**src/sv/retry_queue_backoff_scheduler_defines.svh**
```systemverilog
// ----------------------------------------------------------------------------
// Retry queue assertion macros
// Concurrent assertion wrappers, removable by defining NO_ASSERTIONS.
// ----------------------------------------------------------------------------
`ifndef RETRY_QUEUE_BACKOFF_SCHEDULER_DEFINES_SVH
`define RETRY_QUEUE_BACKOFF_SCHEDULER_DEFINES_SVH
`ifndef NO_ASSERTIONS
`define RQ_ASSERT_IMPL(lbl, clk, rst_n, ante, cons) \
	lbl: assert property (@(posedge clk) disable iff (!rst_n) (ante) |-> (cons)) \
		else $error("assertion failed");
`define RQ_ASSERT_NEXT(lbl, clk, rst_n, ante, cons) \
	lbl: assert property (@(posedge clk) disable iff (!rst_n) (ante) |=> (cons)) \
		else $error("assertion failed");
`else
`define RQ_ASSERT_IMPL(lbl, clk, rst_n, ante, cons)
`define RQ_ASSERT_NEXT(lbl, clk, rst_n, ante, cons)
`endif
`endif

```
**src/sv/rqbs_pkg.sv**
```systemverilog
// ----------------------------------------------------------------------------
// Retry queue package
// Shared widths, codes and controller/datapath command and status types.
// ----------------------------------------------------------------------------
`default_nettype none
package rqbs_pkg;
	localparam int unsigned SLOTS_DEF = 16;
	localparam int unsigned MAX_ATTEMPTS = 16;
	localparam logic [30:0] MAX_AGE_RST = 31'd600000;
	localparam logic [3:0] MAX_RETRIES_RST = 4'd3;
	localparam logic [15:0] BASE_BACKOFF_RST = 16'd5000;

	localparam logic [1:0] CMD_ENQ = 2'd0;
	localparam logic [1:0] CMD_TICK = 2'd1;
	localparam logic [1:0] CMD_ROUTE = 2'd2;

	localparam logic [1:0] KIND_ENQ = 2'd0;
	localparam logic [1:0] KIND_ATT = 2'd1;
	localparam logic [1:0] KIND_DONE = 2'd2;
	localparam logic [1:0] KIND_ROUTE = 2'd3;

	localparam logic [1:0] OUT_OK = 2'd0;
	localparam logic [1:0] OUT_KEEP = 2'd1;
	localparam logic [1:0] OUT_DROP = 2'd2;
	localparam logic [1:0] OUT_EVICT = 2'd1;

	localparam logic [1:0] REG_MAX_AGE = 2'd0;
	localparam logic [1:0] REG_MAX_RETRIES = 2'd1;
	localparam logic [1:0] REG_BASE_BACKOFF = 2'd2;

	typedef struct packed {
		logic [1:0] command;
		logic [31:0] now_ms;
		logic [15:0] dest_address;
		logic [31:0] message_id;
		logic [31:0] packet_tag;
		logic [15:0] send_ok_mask;
	} in_item_t;

	typedef struct packed {
		logic [1:0] kind;
		logic [3:0] slot;
		logic [15:0] out_dest_address;
		logic [31:0] out_message_id;
		logic [31:0] out_packet_tag;
		logic [1:0] outcome;
		logic last;
	} out_item_t;

	typedef struct packed {
		logic load;      // capture input item, start scan
		logic scan_step; // visit next slot in scan
		logic do_enq;    // write chosen enqueue slot
		logic do_route;  // mark route-found slots
		logic pick;      // choose oldest unvisited slot
		logic visit;     // evaluate picked slot
	} dp_cmd_t;

	typedef struct packed {
		logic scan_done;
		logic any_left;
		logic attempt;
	} dp_sts_t;
endpackage
`default_nettype wire

```
**src/sv/rqbs_stream_if.sv**
```systemverilog
// ----------------------------------------------------------------------------
// Retry queue stream interface
// Valid/ready channel carrying one payload beat.
// ----------------------------------------------------------------------------
`default_nettype none
interface rqbs_stream_if #(parameter type payload_t = logic);
	logic valid;
	logic ready;
	payload_t data;
	modport source (output valid, output data, input ready);
	modport sink (input valid, input data, output ready);
endinterface
`default_nettype wire

```
**src/sv/rqbs_datapath.sv**
```systemverilog
// ----------------------------------------------------------------------------
// Retry queue datapath
// Slot table, age scan, expiry, backoff and attempt evaluation.
// ----------------------------------------------------------------------------
`default_nettype none
module rqbs_datapath
	import rqbs_pkg::*;
#(
	parameter int unsigned SLOTS = SLOTS_DEF
) (
	input wire logic clk,
	input wire logic arst_n,
	input wire dp_cmd_t cmd,
	output dp_sts_t sts,
	input wire in_item_t item,
	input wire logic [30:0] max_age_ms,
	input wire logic [3:0] max_retries,
	input wire logic [15:0] base_backoff_ms,
	output out_item_t res
);
	localparam int unsigned IW = (SLOTS > 1) ? $clog2(SLOTS) : 1;

	logic [SLOTS-1:0] valid_q;
	logic [SLOTS-1:0] seen_q;
	logic [31:0] stime_q [SLOTS];
	logic [31:0] ltry_q [SLOTS];
	logic [SLOTS-1:0] trynow_q;
	logic [4:0] fail_q [SLOTS];
	logic [15:0] dest_q [SLOTS];
	logic [31:0] mid_q [SLOTS];
	logic [31:0] tag_q [SLOTS];

	in_item_t item_q;
	logic [IW:0] idx_q;
	logic [IW-1:0] best_q;
	logic [31:0] best_age_q;
	logic best_vld_q;
	logic found_free_q;
	logic [IW-1:0] free_q;
	logic [4:0] att_q;
	logic attempt_q;

	logic [IW-1:0] cur;
	logic [31:0] cur_age;
	logic [31:0] b_age;
	logic [31:0] delay;
	logic expired;
	logic in_window;
	logic ok;
	logic [4:0] fail_nx;

	assign cur = idx_q[IW-1:0];
	assign cur_age = item_q.now_ms - stime_q[cur];
	assign b_age = item_q.now_ms - stime_q[best_q];
	assign delay = 32'({16'd0, base_backoff_ms} << fail_q[best_q]);
	assign expired = !b_age[31] && (b_age >= {1'b0, max_age_ms});
	assign in_window = !trynow_q[best_q] && ((item_q.now_ms - ltry_q[best_q]) < delay);
	assign ok = (32'(best_q) < 32'd16) && item_q.send_ok_mask[4'(best_q)];
	assign fail_nx = (fail_q[best_q] < 5'd31) ? fail_q[best_q] + 5'd1 : fail_q[best_q];

	assign sts.scan_done = (32'(idx_q) >= SLOTS - 1);
	assign sts.any_left = best_vld_q;
	assign sts.attempt = attempt_q;

	always_ff @(posedge clk or negedge arst_n) begin
		if (!arst_n) begin
			valid_q <= '0;
			seen_q <= '0;
			idx_q <= '0;
			best_vld_q <= 1'b0;
			found_free_q <= 1'b0;
			att_q <= '0;
			attempt_q <= 1'b0;
		end else begin
			attempt_q <= 1'b0;
			if (cmd.load) begin
				item_q <= item;
				idx_q <= '0;
				seen_q <= '0;
				att_q <= '0;
				found_free_q <= 1'b0;
				best_vld_q <= 1'b0;
			end
			if (cmd.scan_step) begin
				idx_q <= idx_q + 1'b1;
				if (!valid_q[cur]) begin
					if (!found_free_q) begin
						found_free_q <= 1'b1;
						free_q <= cur;
					end
				end else if (!best_vld_q || cur_age > best_age_q) begin
					best_vld_q <= 1'b1;
					best_q <= cur;
					best_age_q <= cur_age;
				end
			end
			if (cmd.pick) begin
				idx_q <= idx_q + 1'b1;
				if (valid_q[cur] && !seen_q[cur]
						&& (!best_vld_q || cur_age > best_age_q)) begin
					best_vld_q <= 1'b1;
					best_q <= cur;
					best_age_q <= cur_age;
				end
			end
			if (cmd.do_enq) begin
				if (found_free_q) begin
					valid_q[free_q] <= 1'b1;
					stime_q[free_q] <= item_q.now_ms;
					ltry_q[free_q] <= '0;
					trynow_q[free_q] <= 1'b1;
					fail_q[free_q] <= '0;
					dest_q[free_q] <= item_q.dest_address;
					mid_q[free_q] <= item_q.message_id;
					tag_q[free_q] <= item_q.packet_tag;
					res <= '{kind: KIND_ENQ, slot: 4'(free_q), out_dest_address: 16'd0,
						out_message_id: 32'd0, out_packet_tag: 32'd0, outcome: OUT_OK,
						last: 1'b1};
				end else begin
					stime_q[best_q] <= item_q.now_ms;
					ltry_q[best_q] <= '0;
					trynow_q[best_q] <= 1'b1;
					fail_q[best_q] <= '0;
					dest_q[best_q] <= item_q.dest_address;
					mid_q[best_q] <= item_q.message_id;
					tag_q[best_q] <= item_q.packet_tag;
					res <= '{kind: KIND_ENQ, slot: 4'(best_q), out_dest_address: 16'd0,
						out_message_id: 32'd0, out_packet_tag: 32'd0, outcome: OUT_EVICT,
						last: 1'b1};
				end
			end
			if (cmd.do_route) begin
				for (int i = 0; i < SLOTS; i++) begin
					if (valid_q[i] && dest_q[i] == item_q.dest_address) trynow_q[i] <= 1'b1;
				end
				res <= '{kind: KIND_ROUTE, slot: 4'd0, out_dest_address: 16'd0,
					out_message_id: 32'd0, out_packet_tag: 32'd0, outcome: OUT_OK,
					last: 1'b1};
			end
			if (cmd.visit) begin
				seen_q[best_q] <= 1'b1;
				idx_q <= '0;
				best_vld_q <= 1'b0;
				if (expired) begin
					valid_q[best_q] <= 1'b0;
				end else if (!in_window && 32'(att_q) < MAX_ATTEMPTS) begin
					attempt_q <= 1'b1;
					att_q <= att_q + 5'd1;
					ltry_q[best_q] <= item_q.now_ms;
					trynow_q[best_q] <= 1'b0;
					res.kind <= KIND_ATT;
					res.slot <= 4'(best_q);
					res.out_dest_address <= dest_q[best_q];
					res.out_message_id <= mid_q[best_q];
					res.out_packet_tag <= tag_q[best_q];
					res.last <= 1'b0;
					if (ok) begin
						valid_q[best_q] <= 1'b0;
						res.outcome <= OUT_OK;
					end else begin
						fail_q[best_q] <= fail_nx;
						if (fail_nx > {1'b0, max_retries}) begin
							valid_q[best_q] <= 1'b0;
							res.outcome <= OUT_DROP;
						end else begin
							res.outcome <= OUT_KEEP;
						end
					end
				end
			end
		end
	end
endmodule
`default_nettype wire

```
**src/sv/rqbs_ctrl.sv**
```systemverilog
// ----------------------------------------------------------------------------
// Retry queue controller
// Sequences enqueue scan, route marking and age-ordered tick visits.
// ----------------------------------------------------------------------------
`default_nettype none
module rqbs_ctrl
	import rqbs_pkg::*;
(
	input wire logic clk,
	input wire logic arst_n,
	input wire logic in_valid,
	input wire logic [1:0] in_command,
	output logic in_ready,
	output logic out_valid,
	input wire logic out_ready,
	output logic out_done_sel,
	output dp_cmd_t cmd,
	input wire dp_sts_t sts
);
	typedef enum logic [3:0] {
		S_IDLE, S_ESCAN, S_EWRITE, S_ROUTE, S_PICK, S_VISIT, S_VCHK, S_DONE_OR_ATT,
		S_DONE, S_OUT
	} state_t;
	state_t state_q, ret_q;

	assign in_ready = (state_q == S_IDLE);

	always_comb begin
		cmd = '0;
		cmd.load = in_valid && in_ready && (in_command == CMD_ENQ
			|| in_command == CMD_TICK || in_command == CMD_ROUTE);
		case (state_q)
			S_ESCAN: cmd.scan_step = 1'b1;
			S_EWRITE: cmd.do_enq = 1'b1;
			S_ROUTE: cmd.do_route = 1'b1;
			S_PICK: cmd.pick = 1'b1;
			S_VISIT: cmd.visit = 1'b1;
			default: ;
		endcase
	end

	always_ff @(posedge clk or negedge arst_n) begin
		if (!arst_n) begin
			state_q <= S_IDLE;
			ret_q <= S_IDLE;
			out_valid <= 1'b0;
			out_done_sel <= 1'b0;
		end else begin
			case (state_q)
				S_IDLE: begin
					if (cmd.load) begin
						case (in_command)
							CMD_ENQ: state_q <= S_ESCAN;
							CMD_TICK: state_q <= S_PICK;
							default: state_q <= S_ROUTE;
						endcase
					end
				end
				S_ESCAN: if (sts.scan_done) state_q <= S_EWRITE;
				S_EWRITE, S_ROUTE: begin
					out_valid <= 1'b1;
					out_done_sel <= 1'b0;
					ret_q <= S_IDLE;
					state_q <= S_OUT;
				end
				S_PICK: if (sts.scan_done) state_q <= S_VCHK;
				S_VCHK: state_q <= sts.any_left ? S_VISIT : S_DONE;
				S_VISIT: state_q <= S_DONE_OR_ATT;
				S_DONE_OR_ATT: begin
					if (sts.attempt) begin
						out_valid <= 1'b1;
						out_done_sel <= 1'b0;
						ret_q <= S_PICK;
						state_q <= S_OUT;
					end else begin
						state_q <= S_PICK;
					end
				end
				S_DONE: begin
					out_valid <= 1'b1;
					out_done_sel <= 1'b1;
					ret_q <= S_IDLE;
					state_q <= S_OUT;
				end
				S_OUT: begin
					if (out_ready) begin
						out_valid <= 1'b0;
						state_q <= ret_q;
					end
				end
				default: state_q <= S_IDLE;
			endcase
		end
	end
endmodule
`default_nettype wire

```
**src/sv/retry_queue_backoff_scheduler.sv**
```systemverilog
// ----------------------------------------------------------------------------
// Retry queue with exponential backoff
// Top level: configuration registers, controller and slot datapath.
// ----------------------------------------------------------------------------
// One item at a time. An enqueue scans all SLOTS slots one per cycle, then
// writes. A tick repeatedly scans SLOTS slots to find the oldest unvisited
// valid one, then visits it; the search for the oldest slot is serial. Each
// result beat waits in the output register until taken.
`default_nettype none
`include "retry_queue_backoff_scheduler_defines.svh"
module retry_queue_backoff_scheduler
	import rqbs_pkg::*;
#(
	parameter int unsigned SLOTS = SLOTS_DEF
) (
	input wire logic clk,
	input wire logic arst_n,
	rqbs_stream_if.sink in_ch,
	rqbs_stream_if.source out_ch,
	input wire logic cfg_we,
	input wire logic [1:0] cfg_index,
	input wire logic [30:0] cfg_data
);
	logic [30:0] max_age_q;
	logic [3:0] max_retries_q;
	logic [15:0] base_backoff_q;
	dp_cmd_t cmd;
	dp_sts_t sts;
	out_item_t res;
	logic done_sel;

	always_ff @(posedge clk or negedge arst_n) begin
		if (!arst_n) begin
			max_age_q <= MAX_AGE_RST;
			max_retries_q <= MAX_RETRIES_RST;
			base_backoff_q <= BASE_BACKOFF_RST;
		end else if (cfg_we) begin
			case (cfg_index)
				REG_MAX_AGE: max_age_q <= cfg_data;
				REG_MAX_RETRIES: max_retries_q <= cfg_data[3:0];
				REG_BASE_BACKOFF: base_backoff_q <= cfg_data[15:0];
				default: ;
			endcase
		end
	end

	rqbs_ctrl u_ctrl (
		.clk(clk), .arst_n(arst_n),
		.in_valid(in_ch.valid), .in_command(in_ch.data.command), .in_ready(in_ch.ready),
		.out_valid(out_ch.valid), .out_ready(out_ch.ready), .out_done_sel(done_sel),
		.cmd(cmd), .sts(sts)
	);

	rqbs_datapath #(.SLOTS(SLOTS)) u_dp (
		.clk(clk), .arst_n(arst_n), .cmd(cmd), .sts(sts), .item(in_ch.data),
		.max_age_ms(max_age_q), .max_retries(max_retries_q),
		.base_backoff_ms(base_backoff_q), .res(res)
	);

	always_comb begin
		out_ch.data = res;
		if (done_sel) begin
			out_ch.data = '0;
			out_ch.data.kind = KIND_DONE;
			out_ch.data.last = 1'b1;
		end
	end

	`RQ_ASSERT_IMPL(a_no_overlap, clk, arst_n, out_ch.valid, !in_ch.ready)
	`RQ_ASSERT_IMPL(a_last_kinds, clk, arst_n, out_ch.valid && out_ch.data.kind == KIND_ATT,
		!out_ch.data.last)
	`RQ_ASSERT_NEXT(a_hold, clk, arst_n, out_ch.valid && !out_ch.ready, out_ch.valid)
endmodule
`default_nettype wire

```
**src/flat_wrapper.sv**
```systemverilog
// flat-port wrapper written by rule: the top's interface ports become plain ports
module retry_queue_backoff_scheduler_flat import rqbs_pkg::*;
#(
	parameter int unsigned SLOTS = SLOTS_DEF
)
  (clk, arst_n, cfg_we, cfg_index, cfg_data, in_ch_valid, in_ch_data, in_ch_ready, out_ch_valid, out_ch_data, out_ch_ready);
  rqbs_stream_if #(.payload_t(in_item_t)) in_ch_i ();
  rqbs_stream_if #(.payload_t(out_item_t)) out_ch_i ();
  input wire logic clk;
  input wire logic arst_n;
  input wire logic cfg_we;
  input wire logic [1:0] cfg_index;
  input wire logic [30:0] cfg_data;
  input wire logic [$bits(in_ch_i.valid)-1:0] in_ch_valid;
  input wire logic [$bits(in_ch_i.data)-1:0] in_ch_data;
  output wire logic [$bits(in_ch_i.ready)-1:0] in_ch_ready;
  output wire logic [$bits(out_ch_i.valid)-1:0] out_ch_valid;
  output wire logic [$bits(out_ch_i.data)-1:0] out_ch_data;
  input wire logic [$bits(out_ch_i.ready)-1:0] out_ch_ready;
  assign in_ch_i.valid = in_ch_valid;
  assign in_ch_i.data = in_ch_data;
  assign in_ch_ready = in_ch_i.ready;
  assign out_ch_valid = out_ch_i.valid;
  assign out_ch_data = out_ch_i.data;
  assign out_ch_i.ready = out_ch_ready;
  retry_queue_backoff_scheduler #(.SLOTS(SLOTS)) u_core (.clk(clk), .arst_n(arst_n), .in_ch(in_ch_i), .out_ch(out_ch_i), .cfg_we(cfg_we), .cfg_index(cfg_index), .cfg_data(cfg_data));
endmodule
```
**config.mk**
```make
export PLATFORM = sky130hd
export DESIGN_NAME = retry_queue_backoff_scheduler_flat
export DESIGN_NICKNAME = d
export VERILOG_FILES = /design/src/sv/rqbs_pkg.sv /design/src/sv/rqbs_stream_if.sv /design/src/sv/rqbs_datapath.sv /design/src/sv/rqbs_ctrl.sv /design/src/sv/retry_queue_backoff_scheduler.sv /design/src/flat_wrapper.sv
export VERILOG_INCLUDE_DIRS = /design/src /design/src/sv
export SDC_FILE = /design/constraint.sdc
export NUM_CORES = 2
export LEC_CHECK = 0
export BUFFER_PORTS_ARGS = -buffer_cell sky130_fd_sc_hd__buf_2
export CORE_MARGIN = 2
export CORE_UTILIZATION = 67
export DETAILED_ROUTE_END_ITERATION = 6
export PLACE_DENSITY = 0.84
export SYNTH_ARGS = -nofsm -noshare
export SYNTH_HDL_FRONTEND = slang
export SYNTH_SLANG_ARGS = --single-unit
```
**constraint.sdc**
```tcl
create_clock -name clk -period 29.3 [get_ports clk]
set_input_delay 1.465 -clock clk [delete_from_list [all_inputs] [get_ports clk]]
set_output_delay 1.465 -clock clk [all_outputs]
set_load 0.02 [all_outputs]
```
==> Flow_metrics.wiki <==
{| class="wikitable"
! Metric !! Value
|-
| CP peak stage delay || 0.96 ns
|-
| Commonest cells after routing, fill and taps aside || 2,657 x sky130_fd_sc_hd__edfxtp_1, 785 x sky130_fd_sc_hd__mux4_2, 298 x sky130_fd_sc_hd__clkbuf_16
|-
| Leakage power total || 0.0457 µW
|-
| Number of synthesized flops with an enable pin || 2,657
|-
| Sinks on the clock net || 2,764
|-
| Number of distinct library cells after synthesis || 83
|-
| Critical path peak fanout || 59
|-
| Violations in the final reports || design-rule violations, max-capacitance violations, max-slew violations
|-
| Utilization after layout || 74.8%
|-
| Insertion delay to the later sink of the worst-skew pair || 0.95 ns
|-
| # IOs || 259
|-
| Period utilization || 42.2%
|-
| Cell Rows || 156
|-
| TritonCTS clock tree || yes
|-
| Dpl cells || 9,190
|-
| Arrival time of the worst setup path || 12.88 ns
|-
| Setup crit start kind || flip-flop
|-
| GRT Residual Overflow || 0
|-
| Top cell type's share of synthesized area || 65.8%
|-
| Worst-path clk slew || 0.06 ns
|-
| Final hold violations || 0
|-
| Cell repeated most along the worst path || sky130_fd_sc_hd__buf_4
|-
| Via-per-instance ratio || 7.46
|-
| Post-synthesis simple-gate area fraction || 4.14%
|-
| Synthesized flop and latch total || 2,764
|-
| Max Clk Rate || 81.0 MHz
|-
| Avg WL per Cell || 36.6 µm
|-
| Final cell count without fillers || 9,692
|-
| Bufs on Longest Clock Path || 4
|-
| Compound-gate portion of the synthesized area || 4.22%
|-
| Synthesized instance count || 6,780
|-
| Worst Max-Slew Pin Slew || 1.61 ns
|-
| Count of final setup violators || 0
|-
| Worst path buffer plus inverter count || 6
|-
| Cells resized by post-CTS repair || 0
|-
| Buffer cell driving the clock tree root || sky130_fd_sc_hd__clkbuf_16
|-
| ANT nets after route || 0
|-
| Port Buf Inserts || 258
|-
| Dpl hpwl || 188,000 µm
|-
| Post-synthesis area per instance || 17.9 µm²
|-
| Most frequent standard cell in the layout excluding fill and tap cells || sky130_fd_sc_hd__edfxtp_1
|-
| Mux contribution to synthesized area || 17.5%
|-
| Fraction of power consumed by the clock network || 29.4%
|-
| Global-route wire length before repair || 508,000 µm
|-
| Number of vias after detailed routing || 72,300
|-
| CP top delay family || buffers and inverters
|-
| Slew HR || -8.39%
|-
| Peak supply drop || 111 µV
|-
| Post-CTS repair timing setup buffer count || 0
|-
| Top cells by area in the synthesized netlist || sky130_fd_sc_hd__edfxtp_1 66%, sky130_fd_sc_hd__mux4_2 15%, sky130_fd_sc_hd__ha_1 2.0%
|-
| Combinational family with the most area after synthesis || multiplexers
|-
| Number of H-tree levels || 5
|-
| Class of the worst hold path || in -> async
|-
| Combinational fraction of design power || 32.7%
|-
| Relative contribution of sequential cells to total power || 37.8%
|-
| RePlAce Congestion || 0.963
|-
| Total routing resource utilization after global routing || 38.6%
|-
| Endpoint class of the critical path || flip-flop
|-
| Number of nets produced by synthesis || 7,146
|-
| Number of iterations in the first detailed-routing pass || 7
|-
| Yosys warning total || 0
|-
| Worst setup slack for register-to-register paths || 16.95 ns
|-
| Post-Synth Adder-Cell Area || 2.06%
|-
| Horizontal die dimension || 430 µm
|-
| Switching Share || 33.0%
|-
| TritonCTS Buffers || 291
|-
| Reported net switching power || 4100 µW
|-
| Vias in the first global route || 72,900
|-
| Biggest area consumer among synthesized cells || sky130_fd_sc_hd__edfxtp_1
|-
| Routed Wire Length || 354,000 µm
|-
| Sum of negative setup slack || 0 ns
|-
| Layout cell share with drive strength beyond 1 || 25.0%
|-
| Synth-to-layout area growth || 11.2%
|-
| Slowest stage cell on the critical path || sky130_fd_sc_hd__inv_4
|-
| Top FF cell, synth || sky130_fd_sc_hd__edfxtp_1
|-
| Area of the die || 185,000 µm²
|-
| Xor and xnor fraction of the mapped netlist area || 2.41%
|-
| Time the final worst path needs with I/O delays and setup || 12.35 ns
|-
| Area of the mapped netlist || 121,000 µm²
|-
| Data required time at the worst endpoint || 29.83 ns
|-
| 1st-iter DRT viols || 11,400
|-
| Internal power summed over all cells || 8330 µW
|-
| Placeable core region || 180,000 µm²
|-
| Power density cells || 92.1 nW/µm²
|-
| Outcome || complete, but fails checks
|-
| Largest net degree at the start of global routing || 154
|-
| Fraction of synthesis flops using an asynchronous set or reset pin || 3.73%
|-
| Worst Skew || 0.0732 ns
|-
| DRC || 1
|-
| Initial Util || 67.3%
|-
| Chip height || 430 µm
|-
| Setup repair after global routing missed its margin || no
|-
| Maximum Capacitance Violations || 1
|-
| Pins Over Slew Limit || 2
|-
| Nets || 7,479
|-
| Proportion of synthesized chip area in sequential cells || 68.0%
|-
| Crit Path Category || reg -> reg
|-
| Worst hold-check slack || 0.467 ns
|-
| Number of antenna violations at the first check in global routing || 18
|-
| Number of hold-repair buffers added at the cts stage || 0
|}
## state kept, by name, indices dropped and copies added (netlist names), 4 cells and up, named ones only
signal / cells
u_core.u_dp.tag_q: 512
u_core.u_dp.seen_q: 16
u_core.u_dp.valid_q: 16
u_core.u_dp.fail_q: 80
u_core.base_backoff_q: 16
u_core.u_dp.free_q: 4
u_core.max_retries_q: 4
u_core.u_dp.stime_q: 512
u_core.u_dp.best_q: 4
u_core.u_dp.ltry_q: 512
u_core.u_dp.att_q: 5
u_core.u_dp.mid_q: 512
u_core.u_dp.res: 89
u_core.u_dp.item_q: 128
u_core.u_dp.dest_q: 256
u_core.u_ctrl.state_q: 4
u_core.u_dp.best_age_q: 32
u_core.max_age_q: 31
u_core.u_dp.idx_q: 5
u_core.u_dp.trynow_q: 16
## per-stage QoR
step	instance area, µm²	total power [µW]	worst slack, ns
CTS	135000	12400	17.04
global route	135000	12800	16.23
floorplan	121000	7580	18.99
finish	135000	12400	16.95
global placement	126000	8580	17.54
detailed placement	126000	8700	17.23
## Yosys cell counts, types with 11 or more instances
library cell and n:
sky130_fd_sc_hd__a211oi_1 20, sky130_fd_sc_hd__a21o_1 64, sky130_fd_sc_hd__a21oi_1 238, sky130_fd_sc_hd__a221oi_1 74, sky130_fd_sc_hd__a22oi_1 15, sky130_fd_sc_hd__a31oi_1 17, sky130_fd_sc_hd__and3_1 43, sky130_fd_sc_hd__buf_1 74
sky130_fd_sc_hd__buf_2 42, sky130_fd_sc_hd__clkbuf_1 259, sky130_fd_sc_hd__dfrtp_1 88, sky130_fd_sc_hd__dfstp_2 15, sky130_fd_sc_hd__edfxtp_1 2657, sky130_fd_sc_hd__ha_1 195, sky130_fd_sc_hd__inv_1 156, sky130_fd_sc_hd__mux2_2 126
sky130_fd_sc_hd__mux2i_1 205, sky130_fd_sc_hd__mux4_2 785, sky130_fd_sc_hd__nand2_1 297, sky130_fd_sc_hd__nand2b_1 37, sky130_fd_sc_hd__nand3_1 137, sky130_fd_sc_hd__nand4_1 59, sky130_fd_sc_hd__nor2_1 178, sky130_fd_sc_hd__nor2b_1 122
sky130_fd_sc_hd__nor3_1 54, sky130_fd_sc_hd__nor4_1 38, sky130_fd_sc_hd__o211ai_1 16, sky130_fd_sc_hd__o21a_1 54, sky130_fd_sc_hd__o21ai_0 200, sky130_fd_sc_hd__o22ai_1 12, sky130_fd_sc_hd__o31ai_1 18, sky130_fd_sc_hd__or2_2 11
sky130_fd_sc_hd__xnor2_1 186, sky130_fd_sc_hd__xor2_1 148
## layer usage
layer | track usage (%) | up-vias | wire [µm]
met1 | 49.6 | 36600 | 117000
met4 | 21.1 | 14 | 22500
li1 | - | 28100 | -
met5 | 0 | - | 108
met2 | 62.5 | 6331 | 174000
met3 | 8.01 | 1285 | 41300
## final timing paths
path                                              endpoint  cells after the start
worst min register to register       u_core.u_dp.seen_q[7]                      1
worst max-delay path            u_core.u_dp.ltry_q[11][20]                     27
worst max register to register  u_core.u_dp.ltry_q[11][20]                     27
min in group clk                     u_core.u_dp.seen_q[7]                      1
max in group asynchronous           u_core.u_dp.valid_q[6]                      2
worst min-delay path              u_core.u_ctrl.state_q[2]                      1
## cells by family (layout without fill, tap and decap cells)
| family | Yosys count | after routing |
|---|---|---|
| xor gates and xnor gates | 334 | 334 |
| adders and majority gates | 198 | 198 |
| AOI/OAI and AO/OA | 805 | 805 |
| muxes | 1118 | 1118 |
| other | 0 | 4 |
| DFF | 2764 | 2764 |
| and+or+nand+nor | 1022 | 1022 |
| buffers and inverters | 539 | 1077 |
## power by group through the flow
stage / Clock, µW / Combinational [µW] / Sequential (µW)
after floorplan: 0 / 2910 / 4670
after global placement: 0 / 3820 / 4760
after detailed placement: 0 / 3930 / 4770
after CTS: 3670 / 4020 / 4700
after global routing: 3790 / 4340 / 4710
final: 3660 / 4070 / 4710
## cell type report
type	instances	area [µm²]
diodes	4	10.0
inverters	158	603
repair buffers	421	2600
fillers	9558	45400
flip-flops and latches	2764	82500
clock inverters	138	1430
well taps	2370	2970
multi-input cells	3477	37100
clock buffers	360	7730
No activity file was read; power rests on OpenSTA's default activity.
